`src/design/sorted_table_binary_search_macros.svh`:
```
// Assertion macros used by the sorted table search datapath.
// Needs a clock named clock and a synchronous reset named reset in scope.
`ifndef SORTED_TABLE_BINARY_SEARCH_MACROS_SVH
`define SORTED_TABLE_BINARY_SEARCH_MACROS_SVH

// Same-cycle implication, disabled in reset.
`define STBS_ASSERT_IMPL(label, ante, cons) \
   label: assert property (@(posedge clock) disable iff (reset) (ante) |-> (cons)) \
      else $error("stbs assertion failed");

// Next-cycle implication, disabled in reset.
`define STBS_ASSERT_NEXT(label, ante, cons) \
   label: assert property (@(posedge clock) disable iff (reset) (ante) |=> (cons)) \
      else $error("stbs assertion failed");

`endif

```
`src/design/stbs_pkg.sv`:
```
// Types, codes and the control program of the sorted table search block.
// No dependencies.
package stbs_pkg;

   typedef enum logic {
      OP_WRITE  = 1'b0,
      OP_LOOKUP = 1'b1
   } opcode_type;

   typedef struct packed {
      logic        opcode;
      logic [7:0]  entry_index;
      logic [15:0] key;
   } req_type;

   typedef struct packed {
      logic       found;
      logic [7:0] position;
      logic [3:0] probe_count;
   } rsp_type;

   localparam int COUNT_WIDTH = 9;
   localparam int SPAN_WIDTH  = 10;
   localparam logic [3:0] MAX_PROBES = 4'd9;

   typedef logic [1:0] step_type;

   localparam step_type STEP_FETCH   = 2'd0;
   localparam step_type STEP_TEST    = 2'd1;
   localparam step_type STEP_COMPARE = 2'd2;
   localparam step_type STEP_DONE    = 2'd3;

   typedef enum logic [2:0] {
      COND_NEVER    = 3'd0,
      COND_LOOKUP   = 3'd1,
      COND_EXHAUST  = 3'd2,
      COND_MATCH    = 3'd3,
      COND_OUT_FREE = 3'd4
   } cond_type;

   typedef struct packed {
      logic     req_ready;
      logic     load;
      logic     read;
      logic     compare;
      logic     finish;
      cond_type cond;
      step_type branch;
      step_type next;
   } ctrl_type;

   typedef struct packed {
      logic lookup;
      logic exhaust;
      logic match;
      logic out_free;
   } status_type;

   function automatic ctrl_type program_word(step_type step);
      ctrl_type word;
      word = '{req_ready: 1'b0, load: 1'b0, read: 1'b0, compare: 1'b0, finish: 1'b0,
               cond: COND_NEVER, branch: STEP_FETCH, next: STEP_FETCH};
      case (step)
         STEP_FETCH: begin
            word.req_ready = 1'b1;
            word.load      = 1'b1;
            word.cond      = COND_LOOKUP;
            word.branch    = STEP_TEST;
            word.next      = STEP_FETCH;
         end
         STEP_TEST: begin
            word.read   = 1'b1;
            word.cond   = COND_EXHAUST;
            word.branch = STEP_DONE;
            word.next   = STEP_COMPARE;
         end
         STEP_COMPARE: begin
            word.compare = 1'b1;
            word.cond    = COND_MATCH;
            word.branch  = STEP_DONE;
            word.next    = STEP_TEST;
         end
         STEP_DONE: begin
            word.finish = 1'b1;
            word.cond   = COND_OUT_FREE;
            word.branch = STEP_FETCH;
            word.next   = STEP_DONE;
         end
         default: begin
            word.next = STEP_FETCH;
         end
      endcase
      return word;
   endfunction

endpackage

```
`src/design/stbs_seq.sv`:
```
// Microcode sequencer: step counter, control program and conditional jumps.
// Depends on stbs_pkg.
module stbs_seq (
   input  logic                   clock,
   input  logic                   reset,
   input  stbs_pkg::status_type   status,
   output stbs_pkg::ctrl_type     ctrl
);
   import stbs_pkg::*;

   step_type step_ff;
   step_type step_in;
   ctrl_type word;
   logic     taken;

   assign word = program_word(step_ff);

   always_comb begin
      case (word.cond)
         COND_LOOKUP:   taken = status.lookup;
         COND_EXHAUST:  taken = status.exhaust;
         COND_MATCH:    taken = status.match;
         COND_OUT_FREE: taken = status.out_free;
         default:       taken = 1'b0;
      endcase
      step_in = taken ? word.branch : word.next;
   end

   always_ff @(posedge clock) begin
      if (reset) begin
         step_ff <= STEP_FETCH;
      end else begin
         step_ff <= step_in;
      end
   end

   assign ctrl = word;

endmodule

```
`config.mk`:
```
export PLATFORM = sky130hd
export DESIGN_NAME = stbs_seq
export DESIGN_NICKNAME = d
export VERILOG_FILES = /design/src/design/sorted_table_binary_search_macros.svh /design/src/design/stbs_pkg.sv /design/src/design/stbs_seq.sv
export SDC_FILE = /design/constraint.sdc
export NUM_CORES = 1
export LEC_CHECK = 0
export ABC_AREA = 1
export ABC_CLOCK_PERIOD_IN_PS = 2500
export BUFFER_PORTS_ARGS = -buffer_cell sky130_fd_sc_hd__buf_2
export CORE_AREA = 8 8 45 47
export CTS_BUF_LIST = sky130_fd_sc_hd__clkbuf_8
export CTS_CLUSTER_DIAMETER = 200
export DETAILED_ROUTE_END_ITERATION = 10
export DIE_AREA = 0 0 53 55
export SYNTH_ARGS = -nofsm -noshare
export SYNTH_HDL_FRONTEND = slang
export SYNTH_SLANG_ARGS = --single-unit
```
`constraint.sdc`:
```
create_clock -name clock -period 2.5 [get_ports clock]
set_input_delay 0.625 -clock clock [delete_from_list [all_inputs] [get_ports clock]]
set_output_delay 0.625 -clock clock [all_outputs]
set_load 0.03 [all_outputs]
```
==> results of run 1 <==
## per-layer routing
layer	global-route usage (%)	vias up	part of all wire [%]
met2	8.01	14	38
met3	4.01	2	18
li1	-	138	-
met1	5.30	113	42
met4	5.17	0	2.5
met5	0	-	0
## cells by family after synthesis
family / after synthesis / share of synthesized area [%]
flops: 2 / 15.8
simple gates: 17 / 32.7
buf+inv: 9 / 17.8
fa+ha+maj: 6 / 29.7
compound gates: 2 / 3.96
## cells in the mapped netlist (all sizes together)
library cell / number
ha: 6
nand2: 9
or2: 1
o21ai: 2
nor2: 6
nor3: 1
buf: 3
inv: 6
dfxtp: 2
## final cells by class
cell class	count	share of cell area (%)
timing repair buffer	17	22.6
multi-input combinational	25	44.5
sequential	2	10.6
clock buffer	3	11.0
tap	16	5.32
inverter	6	5.98
## through the flow
step | setup slack, ns | hold WS [ns] | std cells | cell area [µm²] | utilization [%]
after floorplan | 0.566 | 0.709 | 36 | 253 | -
after global placement | 0.706 | 0.768 | 66 | 335 | 24.2
after detailed placement | 0.671 | 0.784 | 66 | 335 | 24.2
after CTS | 0.447 | 0.658 | 69 | 377 | 27.2
after global routing | 0.322 | 0.691 | 69 | 377 | 27.2
final | 0.458 | 0.661 | 69 | 377 | 27.2
## worst max-delay path, cell delays in order, from the launching register on
cell,delay (ns)
dfxtp_1,0.39
inv_1,0.08
ha_1,0.27
or2_2,0.28
buf_2,0.18
## worst paths after layout
path	startpoint	to	slack [ns]
worst max-delay path	step_ff[0]	ctrl[4]	0.46
worst max register to register	step_ff[0]	step_ff[1]	1.20
worst min-delay path	reset	step_ff[0]	0.66
worst min register to register	step_ff[1]	step_ff[0]	0.78
==> results.sh, run 1 <==
export IMPL_status="finished, final reports clean"
export IMPL_hold_buffers=0
export IMPL_cts_setup_buffers=0
export IMPL_gp_congestion=0.738
export IMPL_cts_made_buffers=3
export IMPL_synth_top_cell_area_share_pct=29.7
export IMPL_cp_end_kind="output pin"
export IMPL_drcViolationCount=0
export IMPL_syn_to_final_growth_pct=49.0
export IMPL_start_util_pct=18.3
export IMPL_grt_pass1_vias=285
export IMPL_mappedNetlistArea_um2=253
export IMPL_timing_fmax_mhz=490
export IMPL_port_buffers=17
export IMPL_synth_top_area_cell="ha_1"
export IMPL_via_count=267
export IMPL_clk_latency_ns=0.21
export IMPL_cts_resized=0
export IMPL_slew_headroom_pct=81.6
export IMPL_grt_max_degree=7
export IMPL_dieArea_mm2=0.00292
export IMPL_synth_seq_cells=2
export IMPL_die_x_um=53
export IMPL_final_period_utilization_pct=81.7
export IMPL_yosys_warnings=0
export IMPL_netlist_cell_type_count=12
export IMPL_wl_per_cell_um=9.33
export IMPL_fp_row_count=14
export IMPL_critPathRequiredTime_ns=1.88
export IMPL_top_register="step_ff"
export IMPL_clock_root_buffer="clkbuf_8"
export IMPL_first_iter_violations=7
export IMPL_ioPinCount=18
export IMPL_cts_sinks=2
export IMPL_final_min_clock_period_ns=2.04
export IMPL_wl_um=644
export IMPL_cts_reportedPaths_clkPinSlew_ns=0.03
export IMPL_antennaDiodeCount=0
export IMPL_yosysSeqAreaShare_pct=15.8
export IMPL_cts_tree="yes"
export IMPL_routed_via_density=3.87
export IMPL_hold_class="in -> reg"
export IMPL_reg2reg_depth=8
export IMPL_tightest_slew_ns=0.273
export IMPL_grt_setup_unrepaired="no"
export IMPL_core_area_mm2=0.00138
export IMPL_grt_overflow_total=0
export IMPL_multi_input_area_um2=168
export IMPL_drive_above_1_share_pct=50.9
export IMPL_final_cell_mix="buf_2 (17), inv_1 (6), ha_1 (6), nand2_1 (5)"
export IMPL_worst_setup_path_start_kind="register"
export IMPL_grt_pass1_wl_um=1150
export IMPL_num_fill_cells=164
export IMPL_htreeDepth=1
export IMPL_netlist_instances=36
export IMPL_setup_violations=0
export IMPL_synth_area_per_cell_um2=7.02
export IMPL_worstSetupPathType="reg -> out"
export IMPL_arrival_ns=1.42
export IMPL_track_usage_pct=5.62
export IMPL_holdPathStages=4
export IMPL_final_common_cell="buf_2"
export IMPL_drt_antenna_violating_nets=0
export IMPL_clockBufferDepth=2
export IMPL_syn_num_nets=48
export IMPL_largest_reg_flops=2
export IMPL_drt_pass1_iter_count=2
export IMPL_cp_max_fo=6
export IMPL_top_regs="step_ff x2"
export IMPL_drv_slew=0
export IMPL_tns_ns=0
export IMPL_fin_worst_skew_ns=0.00157
export IMPL_seq_area_um2=40.0
export IMPL_hold_violations=0
export IMPL_drv_cap=0
export IMPL_antenna_found_initial=0
export IMPL_nets=67
export IMPL_ys_top_cells_by_area="ha_1 (30%), dfxtp_1 (16%), nand2_2 (9.9%), buf_4 (8.9%), inv_1 (8.9%)"
export IMPL_dieHeight_um=55
Power of run 1 is not shown: default switching activity piles up to over one toggle a cycle in this logic, so the estimate is an artifact.
==> run 2: changes to the inputs <==
--- a/config.mk
+++ b/config.mk
@@ -6,7 +6,7 @@
 export NUM_CORES = 1
 export LEC_CHECK = 0
 export ABC_AREA = 1
-export ABC_CLOCK_PERIOD_IN_PS = 2500
+export ABC_CLOCK_PERIOD_IN_PS = 1800
 export BUFFER_PORTS_ARGS = -buffer_cell sky130_fd_sc_hd__buf_2
 export CORE_AREA = 8 8 45 47
 export CTS_BUF_LIST = sky130_fd_sc_hd__clkbuf_8
==> constraint.sdc (replaced) <==
create_clock -name clock -period 1.8 [get_ports clock]
set_input_delay 0.45 -clock clock [delete_from_list [all_inputs] [get_ports clock]]
set_output_delay 0.45 -clock clock [all_outputs]
set_load 0.03 [all_outputs]
==> results.sh, run 2 (same netlist as run 1, synthesis figures left out) <==
export IMPL_track_usage_pct=5.62
export IMPL_syn_to_final_growth_pct=58.4
export IMPL_timing_fmax_mhz=580
export IMPL_drt_pass1_iter_count=2
export IMPL_cp_max_fo=5
export IMPL_slew_headroom_pct=88.3
export IMPL_drv_slew=0
export IMPL_top_regs="step_ff x2"
export IMPL_grt_overflow_total=0
export IMPL_cts_made_buffers=3
export IMPL_htreeDepth=1
export IMPL_grt_max_degree=7
export IMPL_tns_ns=0
export IMPL_antenna_found_initial=0
export IMPL_status="finished, final reports clean"
export IMPL_arrival_ns=1.27
export IMPL_drv_cap=0
export IMPL_critPathRequiredTime_ns=1.35
export IMPL_start_util_pct=18.3
export IMPL_grt_setup_unrepaired="no"
export IMPL_worst_setup_path_start_kind="register"
export IMPL_clockBufferDepth=2
export IMPL_tightest_slew_ns=0.175
export IMPL_drt_antenna_violating_nets=0
export IMPL_hold_class="in -> reg"
export IMPL_cts_reportedPaths_clkPinSlew_ns=0.03
export IMPL_drive_above_1_share_pct=62.3
export IMPL_fin_worst_skew_ns=0.00145
export IMPL_nets=67
export IMPL_ioPinCount=18
export IMPL_cp_end_kind="output pin"
export IMPL_gp_congestion=0.738
export IMPL_final_min_clock_period_ns=1.72
export IMPL_dieHeight_um=55
export IMPL_clock_root_buffer="clkbuf_8"
export IMPL_cts_tree="yes"
export IMPL_worstSetupPathType="reg -> out"
export IMPL_cts_setup_buffers=0
export IMPL_final_common_cell="buf_2"
export IMPL_fp_row_count=14
export IMPL_first_iter_violations=8
export IMPL_dieArea_mm2=0.00292
export IMPL_antennaDiodeCount=0
export IMPL_cts_sinks=2
export IMPL_grt_pass1_wl_um=1150
export IMPL_core_area_mm2=0.00138
export IMPL_via_count=271
export IMPL_setup_violations=0
export IMPL_drcViolationCount=0
export IMPL_wl_per_cell_um=9.58
export IMPL_hold_violations=0
export IMPL_final_period_utilization_pct=95.8
export IMPL_final_cell_mix="buf_2 (17), inv_1 (5), nand2_1 (5)"
export IMPL_largest_reg_flops=2
export IMPL_wl_um=661
export IMPL_routed_via_density=3.93
export IMPL_die_x_um=53
export IMPL_clk_latency_ns=0.21
export IMPL_grt_pass1_vias=285
export IMPL_top_register="step_ff"
export IMPL_port_buffers=17
run 2: worst paths after layout:
| path | from | endpoint | slack [ns] | cells after the start |
|---|---|---|---|---|
| hold reg to reg | step_ff[1] | step_ff[0] | 0.73 | 4 |
| hold / removal | reset | step_ff[0] | 0.47 | 4 |
| setup / recovery | step_ff[0] | ctrl[4] | 0.08 | 4 |
| setup reg to reg | step_ff[1] | step_ff[1] | 0.63 | 8 |
run 2: per-stage QoR:
stage	setup slack, ns	cell area, µm²	hold slack [ns]	std cells	utilization (%)
after floorplan	0.0414	253	0.605	36	-
after global placement	0.181	335	0.702	66	24.2
after detailed placement	0.146	335	0.704	66	24.2
after CTS	0.00701	380	0.476	69	27.5
after global routing	0.00216	400	0.506	69	28.9
final	0.0753	400	0.475	69	28.9
run 2: repair_timing:
item                                    CTS  global route
hold buffers                              0             0
resized for setup                         3             6
endpoints found under the setup margin    3             3
run 2: critical path: stages (launching register included):
cell     delay, ns
dfxtp_4       0.36
inv_2         0.06
ha_2          0.19
or2_2         0.28
buf_2         0.18
run 2: area by class of cell:
type / count / area, µm²
clock buffers: 3 / 41.3
inverters: 6 / 22.5
repair buffers: 17 / 85.1
fillers: 159 / 983
flip-flops and latches: 2 / 45.0
well taps: 16 / 20.0
multi-input cells: 25 / 186
run 2: layer usage:
layer / wire, µm / vias up / global-route usage [%]
li1: - / 140 / -
met1: 262 / 115 / 5.30
met2: 267 / 14 / 8.01
met3: 115 / 2 / 4.01
met4: 16 / 0 / 5.17
met5: 0 / - / 0
Power of run 2 is left out for the same reason.
==> run 3: changes to the inputs <==
--- a/config.mk
+++ b/config.mk
@@ -5,12 +5,13 @@
 export SDC_FILE = /design/constraint.sdc
 export NUM_CORES = 1
 export LEC_CHECK = 0
-export ABC_AREA = 1
+export ABC_AREA = 0
 export ABC_CLOCK_PERIOD_IN_PS = 1800
 export BUFFER_PORTS_ARGS = -buffer_cell sky130_fd_sc_hd__buf_2
 export CORE_AREA = 8 8 45 47
 export CTS_BUF_LIST = sky130_fd_sc_hd__clkbuf_8
 export CTS_CLUSTER_DIAMETER = 200
+export CTS_CLUSTER_SIZE = 8
 export DETAILED_ROUTE_END_ITERATION = 10
 export DIE_AREA = 0 0 53 55
 export SYNTH_ARGS = -nofsm -noshare
==> results.sh, run 3 <==
export IMPL_comb_power_share_pct=56.7
export IMPL_final_min_clock_period_ns=1.73
export IMPL_vdd_drop_max_uv=501
export IMPL_path_buf_inv=2
export IMPL_arrival_ns=1.28
export IMPL_p_switching_uw=262
export IMPL_largest_reg_flops=2
export IMPL_final_common_cell="buf_2"
export IMPL_syn_num_nets=39
export IMPL_fin_worst_skew_ns=0.00170
export IMPL_routed_via_density=4.07
export IMPL_fp_row_count=14
export IMPL_drv_cap=0
export IMPL_slew_headroom_pct=86.9
export IMPL_synth_area_per_cell_um2=9.64
export IMPL_hold_class="in -> reg"
export IMPL_via_count=244
export IMPL_clock_root_buffer="clkbuf_8"
export IMPL_port_buffers=17
export IMPL_grt_max_degree=7
export IMPL_final_period_utilization_pct=96.3
export IMPL_netlist_instances=27
export IMPL_dieHeight_um=55
export IMPL_crit_family="flip-flops"
export IMPL_cpMaxStageDelayCell="dfxtp_1"
export IMPL_netlist_cell_type_count=11
export IMPL_core_area_mm2=0.00138
export IMPL_synth_top_area_cell="ha_1"
export IMPL_top_regs="step_ff x2"
export IMPL_grt_pass1_wl_um=1120
export IMPL_final_area_um2=400
export IMPL_p_seq_share_pct=12.0
export IMPL_hold_violations=0
export IMPL_nets=58
export IMPL_p_total_uw=561
export IMPL_utilization_pct=28.9
export IMPL_wl_um=663
export IMPL_drive_above_1_share_pct=63.6
export IMPL_mappedNetlistArea_um2=260
export IMPL_antenna_found_initial=0
export IMPL_clockBufferDepth=2
export IMPL_die_x_um=53
export IMPL_setup_violations=0
export IMPL_synth_edff_count=0
export IMPL_tightest_slew_ns=0.196
export IMPL_drt_pass1_iter_count=1
export IMPL_synth_common_cells="ha_1 (6), inv_1 (4), nor2_1 (4), buf_4 (3)"
export IMPL_drt_antenna_violating_nets=0
export IMPL_status="finished, final reports clean"
export IMPL_grt_setup_unrepaired="yes"
export IMPL_sw_frac_of_total_pct=46.7
export IMPL_crit_chain="inv_1, ha_2, or2_1, buf_2"
export IMPL_wl_per_cell_um=11.1
export IMPL_p_clk_share_pct=31.3
export IMPL_final_cell_mix="buf_2 (15), inv_1 (4), ha_1 (4), clkbuf_8 (3)"
export IMPL_gp_congestion=0.670
export IMPL_synth_top_cell_area_share_pct=28.8
export IMPL_first_iter_violations=0
export IMPL_grt_pass1_vias=264
export IMPL_cp_end_kind="output pin"
export IMPL_placed_area_um2=343
export IMPL_p_int_uw=299
export IMPL_synth_seq_cells=2
export IMPL_cts_sinks=2
export IMPL_top_register="step_ff"
export IMPL_critPathRequiredTime_ns=1.35
export IMPL_power_density_mw_per_mm2=1400
export IMPL_drcViolationCount=0
export IMPL_antennaDiodeCount=0
export IMPL_grt_overflow_total=0
export IMPL_worstSetupPathType="reg -> out"
export IMPL_critPathMaxStageDelay_ns=0.36
export IMPL_yosys_warnings=0
export IMPL_cts_reportedPaths_clkPinSlew_ns=0.03
export IMPL_p_leak_nw=0.225
export IMPL_cts_tree="yes"
export IMPL_start_util_pct=18.8
export IMPL_track_usage_pct=5.51
export IMPL_clk_latency_ns=0.21
export IMPL_tns_ns=0
export IMPL_yosysSeqAreaShare_pct=15.4
export IMPL_syn_to_final_growth_pct=53.8
export IMPL_ys_top_cells_by_area="ha_1 (29%), a22oi_4 (16%), dfxtp_1 (15%), buf_4 (8.7%), a41o_1 (7.7%)"
export IMPL_htreeDepth=1
export IMPL_drv_slew=0
export IMPL_reg2reg_setup_slack_ns=0.48
export IMPL_yosys_cell_count_top_type="ha_1"
export IMPL_num_fill_cells=159
export IMPL_synth_top_flop_cell="dfxtp_1"
export IMPL_ioPinCount=18
export IMPL_cts_made_buffers=3
export IMPL_async_reset_ff_share_pct=0
export IMPL_dieArea_mm2=0.00292
export IMPL_timing_fmax_mhz=577
export IMPL_cp_max_fo=6
export IMPL_worst_setup_path_start_kind="register"
export IMPL_hpwl_um=572
-- run 3: metrics by stage --
stage          worst slack, ns  cells  hold slack, ns
2_1_floorplan           0.0189     27           0.657
3_3_place_gp             0.178     57           0.811
3_5_place_dp             0.164     57           0.812
4_1_cts                 0.0404     60           0.596
5_1_grt                -0.0308     60           0.621
6_report                0.0659     60           0.593
-- run 3: worst min-delay path: stages --
cell and delay [ns]:
buf_2 0.12, inv_1 0.06, a41o_1 0.14
-- run 3: worst paths after layout --
| path | from | to | depth (start not counted) |
|---|---|---|---|
| setup / recovery | step_ff[1] | ctrl[4] | 4 |
| hold / removal | reset | step_ff[1] | 3 |
| setup reg to reg | step_ff[1] | step_ff[0] | 5 |
| hold reg to reg | step_ff[0] | step_ff[1] | 4 |
-- run 3: final cells by class --
cell class	count	area, µm²	share of cell area [%]
multi-input combinational	18	193	48.1
timing repair buffer	17	90.1	22.5
sequential	2	41.3	10.3
clock buffer	3	41.3	10.3
tap	16	20.0	5.00
inverter	4	15.0	3.75
-- run 3: power by group through the flow --
stage          clock network, mW  logic (mW)  registers (mW)
2_1_floorplan                  0       0.260          0.0636
3_3_place_gp                   0       0.311          0.0654
6_report                   0.176       0.318          0.0671
3_5_place_dp                   0       0.310          0.0659
4_1_cts                    0.180       0.317          0.0665
5_1_grt                    0.191       0.346          0.0694
-- run 3: logic make-up (layout without fill, tap and decap cells) --
logic type	Yosys count	count (layout)	share of synthesized area, %
AO/OA/AOI/OAI	6	6	30.8
flip-flops	2	2	15.4
adder cells (fa/ha/maj)	6	6	28.8
AND/OR/NAND/NOR	6	6	10.6
buffers and inverters	7	24	14.4
-- run 3: per-layer routing --
| layer | global-route usage [%] | wire length [µm] | vias up | part of all wire, % |
|---|---|---|---|---|
| met1 | 5.15 | 234 | 103 | 35 |
| met5 | 0 | 0 | - | 0 |
| met2 | 8.79 | 304 | 14 | 46 |
| met3 | 2.67 | 100 | 3 | 15 |
| met4 | 5.17 | 23 | 0 | 3.5 |
| li1 | - | - | 124 | - |
-- run 3: what timing repair did --
| action | in CTS | in global routing |
|---|---|---|
| endpoints found under the hold margin | 0 | 0 |
| endpoints found under the setup margin | 3 | 3 |
| cloned | 0 | 0 |
| resized for setup | 3 | 5 |
| hold buffers | 0 | 0 |
| buffers inserted | 0 | 0 |
Note: power is estimated with default switching activity, not from simulation.
